===== src/sv/mips_eu_pkg.sv =====
`timescale 1ns / 1ps
// ----------------------------------------------------------------------------
// mips_eu_pkg
// Shared types and constants of the MIPS32 integer execute unit.
// ----------------------------------------------------------------------------
package mips_eu_pkg;

    localparam int unsigned XLEN = 32;

    typedef enum logic [2:0] {
        ST_OK      = 3'd0,
        ST_UNIMPL  = 3'd1,
        ST_TRAP    = 3'd2,
        ST_OVF     = 3'd3,
        ST_DIVZ    = 3'd4,
        ST_SYSCALL = 3'd5,
        ST_NOTP    = 3'd6
    } status_t;

    localparam logic [1:0] MEM_NONE  = 2'd0;
    localparam logic [1:0] MEM_LOAD  = 2'd1;
    localparam logic [1:0] MEM_STORE = 2'd2;

    localparam logic [1:0] SZ_BYTE = 2'd0;
    localparam logic [1:0] SZ_HALF = 2'd1;
    localparam logic [1:0] SZ_WORD = 2'd2;

    localparam logic [31:0] PC_REGION_MASK = 32'hF000_0000;

    // one result item
    typedef struct packed {
        logic [2:0]  status;
        logic        branch_taken;
        logic [31:0] branch_target;
        logic [1:0]  mem_op;
        logic [31:0] mem_addr;
        logic [1:0]  mem_size;
        logic [31:0] mem_store_data;
        logic        reg_write_valid;
        logic [4:0]  reg_write_index;
        logic [31:0] reg_write_value;
        logic [31:0] syscall_number;
        logic        load_signed;
    } result_t;

    // divider request and answer
    typedef struct packed {
        logic        start;
        logic        is_signed;
        logic [31:0] dividend;
        logic [31:0] divisor;
    } div_req_t;

    typedef struct packed {
        logic        done;
        logic [31:0] quotient;
        logic [31:0] remainder;
    } div_rsp_t;

    function automatic logic [31:0] sx16(input logic [15:0] v);
        return {{16{v[15]}}, v};
    endfunction

    function automatic logic [31:0] sx8(input logic [7:0] v);
        return {{24{v[7]}}, v};
    endfunction

endpackage


===== src/sv/mips_eu_div.sv =====
`timescale 1ns / 1ps
// ----------------------------------------------------------------------------
// mips_eu_div
// Radix-2 restoring divider, one quotient bit per cycle.
// ----------------------------------------------------------------------------
module mips_eu_div
    import mips_eu_pkg::*;
(
    input  logic     clk,
    input  logic     rst_n,
    input  div_req_t req,
    output div_rsp_t rsp
);

    logic [5:0]  cnt_reg;
    logic        busy_reg;
    logic [31:0] quo_reg;
    logic [31:0] rem_reg;
    logic [31:0] dvs_reg;
    logic        negq_reg;
    logic        negr_reg;
    logic        done_reg;
    logic [32:0] trial;
    logic [31:0] ma;
    logic [31:0] mb;

    assign ma = (req.is_signed && req.dividend[31]) ? (32'd0 - req.dividend) : req.dividend;
    assign mb = (req.is_signed && req.divisor[31]) ? (32'd0 - req.divisor) : req.divisor;
    assign trial = {rem_reg, quo_reg[31]} - {1'b0, dvs_reg};

    always_ff @(posedge clk or negedge rst_n)
    begin
        if (!rst_n)
        begin
            busy_reg <= 1'b0;
            done_reg <= 1'b0;
            cnt_reg  <= '0;
        end
        else
        begin
            done_reg <= 1'b0;
            if (req.start)
            begin
                busy_reg <= 1'b1;
                cnt_reg  <= 6'd32;
            end
            else if (busy_reg)
            begin
                cnt_reg <= cnt_reg - 6'd1;
                if (cnt_reg == 6'd1)
                begin
                    busy_reg <= 1'b0;
                    done_reg <= 1'b1;
                end
            end
        end
    end

    always_ff @(posedge clk)
    begin
        if (req.start)
        begin
            quo_reg  <= ma;
            rem_reg  <= '0;
            dvs_reg  <= mb;
            negq_reg <= req.is_signed && (req.dividend[31] ^ req.divisor[31]);
            negr_reg <= req.is_signed && req.dividend[31];
        end
        else if (busy_reg)
        begin
            if (!trial[32])
            begin
                rem_reg <= trial[31:0];
                quo_reg <= {quo_reg[30:0], 1'b1};
            end
            else
            begin
                rem_reg <= {rem_reg[30:0], quo_reg[31]};
                quo_reg <= {quo_reg[30:0], 1'b0};
            end
        end
    end

    assign rsp.done      = done_reg;
    assign rsp.quotient  = negq_reg ? (32'd0 - quo_reg) : quo_reg;
    assign rsp.remainder = negr_reg ? (32'd0 - rem_reg) : rem_reg;

endmodule


===== config.mk =====
export PLATFORM = sky130hd
export DESIGN_NAME = mips_eu_div
export DESIGN_NICKNAME = d
export VERILOG_FILES = /design/src/sv/mips_eu_pkg.sv /design/src/sv/mips_eu_div.sv
export SDC_FILE = /design/constraint.sdc
export NUM_CORES = 1
export LEC_CHECK = 0
export BUFFER_PORTS_ARGS = -buffer_cell sky130_fd_sc_hd__clkbuf_2
export CAP_MARGIN = 20
export CELL_PAD_IN_SITES_DETAIL_PLACEMENT = 1
export CELL_PAD_IN_SITES_GLOBAL_PLACEMENT = 2
export CORE_MARGIN = 1
export CORE_UTILIZATION = 37
export DETAILED_ROUTE_END_ITERATION = 8
export PLACE_DENSITY_LB_ADDON = 0.15
export SYNTH_ARGS = -nofsm -noshare
export SYNTH_HDL_FRONTEND = slang
export SYNTH_SLANG_ARGS = --single-unit

===== constraint.sdc =====
create_clock -name clk -period 7.3 [get_ports clk]
set_input_delay 1.095 -clock clk [delete_from_list [all_inputs] [get_ports clk]]
set_output_delay 1.095 -clock clk [all_outputs]
set_load 0.03 [all_outputs]

==> impl_metrics.py <==
metrics = {
    "status": {
        "run_status": "completed",
    },
    "placed_design": {
        "portBuffers": 132,
        "gp_congestion": 0.8535,
        "hpwl_um": 19610,
        "post-place-ws_ns": 2.537,
    },
    "routing": {
        "drtPass1Iterations": 5,
        "wl_um": 25590,
        "top_layer": "met4",
        "via_count": 7737,
        "drt_iter0_markers": 435,
        "routed_via_density": 5.472,
        "wl_per_cell_um": 18.10,
        "wl_met2_um": 11760,
        "antenna_left": 0,
        "wl_met3_um": 589,
        "m1WireLength_um": 12800,
        "drc": 0,
    },
    "timing": {
        "fmax_ghz": 0.1937,
        "finalSetupViolCount": 0,
        "rsz0062_at_grt": "false",
        "skew_ns": 0.01484,
        "finalCritPeriodShare_pct": 70.70,
        "period_needed_ns": 5.161,
        "max_slew_margin_pct": 24.91,
        "hold_viol_final": 0,
        "setup_tns_ns": 0,
        "drv_slew": 0,
        "worst_slack_ns": 2.139,
        "tightest_slew_ns": 1.116,
    },
    "floorplanning": {
        "die_x_um": 152.9,
        "core_mm2": 0.02209,
        "initial_core_util_pct": 38.15,
        "die_area_mm2": 0.02339,
        "core.rowCount": 54,
        "die_h_um": 152.9,
        "ioPinCount": 133,
    },
    "setup_path": {
        "worstSetupPathType": "reg -> out",
        "rr_worst_depth": 14,
        "cp_data_arrival_time_ns": 4.07,
        "r2r_end": "rem_reg[2]$_SDFFE_PP0P_",
        "worst-path-max-fanout": 5,
        "required_ns": 6.20,
        "r2r_start": "quo_reg[31]$_DFFE_PP_",
        "r2r_slack_ns": 2.65,
        "crit_path_start_kind": "register",
        "end_kind": "output pin",
    },
    "global_routing": {
        "antenna_found_initial": 0,
        "grt_overflow": 0,
        "grt_pass1_wl_um": 41690,
        "grt_pass1_vias": 7745,
        "grt_max_degree": 68,
        "grt_usage_pct": 22.44,
    },
    "synth": {
        "ys.flop_type": "edfxtp_1",
        "synth_cell_types": 60,
        "asyncSetResetFlopFracSynth_pct": 7.547,
        "yosysTopAreaCell": "edfxtp_1",
        "synth_edf_count": 66,
        "syn_nets": 1135,
        "syn-mean-instance-area_um2": 8.199,
        "synthTopCellsByArea": "edfxtp_1 (24%), xnor2_1 (12%), dfxtp_1 (7.6%)",
        "ys_seq_area_share_pct": 33.49,
        "synth_top_area_share_pct": 23.52,
        "netlist_area_mm2": 0.008428,
        "ys_seq_elements": 106,
        "synth_warnings": 0,
        "synthCells": 1028,
    },
    "layout": {
        "nNetsFinal": 1236,
        "nFillCells": 2683,
        "most-common-layout-cells": "clkbuf_2 (131), nand2_1 (129), xnor2_1 (119)",
        "regArea_mm2": 0.002824,
        "drive_gt1_share_pct": 15.17,
        "n_antenna_cell": 0,
        "multi_input_area_mm2": 0.005210,
        "layout_commonest_cell": "clkbuf_2",
        "syn_to_final_growth_pct": 14.43,
    },
    "power": {
        "p_leak_nw": 3.996,
        "power_density_mw_per_mm2": 445.3,
        "max-vdd-ir-drop_v": 0.0002111,
    },
    "cts": {
        "clk_pin_slew_worst_paths_ns": 0.08,
        "cts_made_buffers": 9,
        "ctsHoldBuffers": 0,
        "cts.sinks": 106,
        "clk_latency_ns": 0.37,
        "cts_tree": "done",
        "cts_max_level": 3,
        "clk_path_buf_depth": 2,
        "cts_root_buf": "clkbuf_16",
        "ctsResizeCount": 0,
        "postCtsSetupBuffers": 0,
    },
    "min_path": {
        "worstHoldStart": "busy_reg$_DFF_PN0_",
        "hold_end": "done_reg$_DFF_PN0_",
        "min_path_type": "reg -> reg",
        "worstHoldPathCells": 1,
    },
    "flow_run": {
        "drv_cap": 0,
    },
}
-- routing by layer --
layer / track usage (%) / up-vias
li1: - / 3834
met1: 31.52 / 3763
met2: 36.50 / 119
met3: 1.956 / 21
met4: 6.878 / 0
met5: 0 / -
-- stage by stage --
stage | instances | hold slack [ns] | total power (W) | util [%] | instance area (µm²)
5_1_grt | 1414 | 0.5478 | 0.004605 | 43.65 | 9644
4_1_cts | 1413 | 0.5321 | 0.004326 | 43.53 | 9617
6_report | 1414 | 0.5267 | 0.004295 | 43.65 | 9644
2_1_floorplan | 1028 | 0.4723 | 0.002979 | - | 8428
3_3_place_gp | 1397 | 0.5015 | 0.003761 | 42.16 | 9314
3_5_place_dp | 1397 | 0.5215 | 0.003790 | 42.16 | 9314
-- layout make-up --
cell class              count  area share, %
multi-input cells         813          54.02
clock buffers              11          2.517
clock inverters             5         0.6227
flip-flops and latches    106          29.28
well taps                 280          3.633
inverters                  61          2.374
repair buffers            138          7.551
-- where the power goes --
part	internal [W]	leakage, nW	switching [W]
clock	0.000278	0.147	0.000245
sequential	0.000794	1.02	0.000223
combinational	0.000948	2.83	0.00181
total	0.00202	4.00	0.00227
-- synth_stat cells, types with 4 or more instances --
| cell type | number |
|---|---|
| nand2_1 | 129 |
| xnor2_1 | 120 |
| nor2_1 | 113 |
| a21oi_1 | 97 |
| edfxtp_1 | 66 |
| inv_1 | 61 |
| o21ai_0 | 46 |
| clkbuf_1 | 41 |
| ha_1 | 38 |
| dfxtp_1 | 32 |
| xor2_1 | 31 |
| a311oi_1 | 29 |
| nor3_1 | 25 |
| o31ai_1 | 16 |
| or4_1 | 15 |
| nand2b_1 | 14 |
| a31oi_1 | 10 |
| nand3_1 | 9 |
| nor2b_1 | 9 |
| nor4_1 | 9 |
| o41ai_1 | 9 |
| or3_1 | 9 |
| and2_1 | 8 |
| and3_1 | 8 |
| dfrtp_1 | 8 |
| a21o_1 | 7 |
| nand4_1 | 6 |
| o21bai_1 | 6 |
| o211ai_1 | 5 |
| o21a_1 | 4 |
| or4_4 | 4 |
-- logic make-up after synthesis --
group           share of synthesized area (%)
mux                                    0.4008
buf+inv                                 5.003
flops                                   33.49
xor+xnor                                15.69
fa+ha+maj                               5.879
compound gates                          19.40
simple gates                            20.13
-- how the worst max path moves through the flow --
stage                         start  endpoint  slack (ns)  cells after the start
4_1_cts        quo_reg[0]$_DFFE_PP_   rsp[62]        2.12                     12
5_1_grt        quo_reg[0]$_DFFE_PP_   rsp[62]        1.97                     12
3_5_place_dp   quo_reg[0]$_DFFE_PP_   rsp[62]        2.54                     12
3_3_place_gp   quo_reg[0]$_DFFE_PP_   rsp[62]        2.59                     12
2_1_floorplan  quo_reg[0]$_DFFE_PP_   rsp[60]        2.88                     11
6_report       quo_reg[0]$_DFFE_PP_   rsp[62]        2.14                     12
-- worst max-delay path: stages, from the launching register on --
cell and delay [ns]:
edfxtp_1 0.44, inv_1 0.08, ha_1 0.16, nand2b_1 0.07, or4_1 0.43, or2_1 0.31, or2_1 0.30, or3_1 0.40
or4_1 0.44, or4_4 0.48, o21ai_1 0.19, xnor2_1 0.16, clkbuf_2 0.25
No activity file was read; power rests on OpenSTA's default activity.
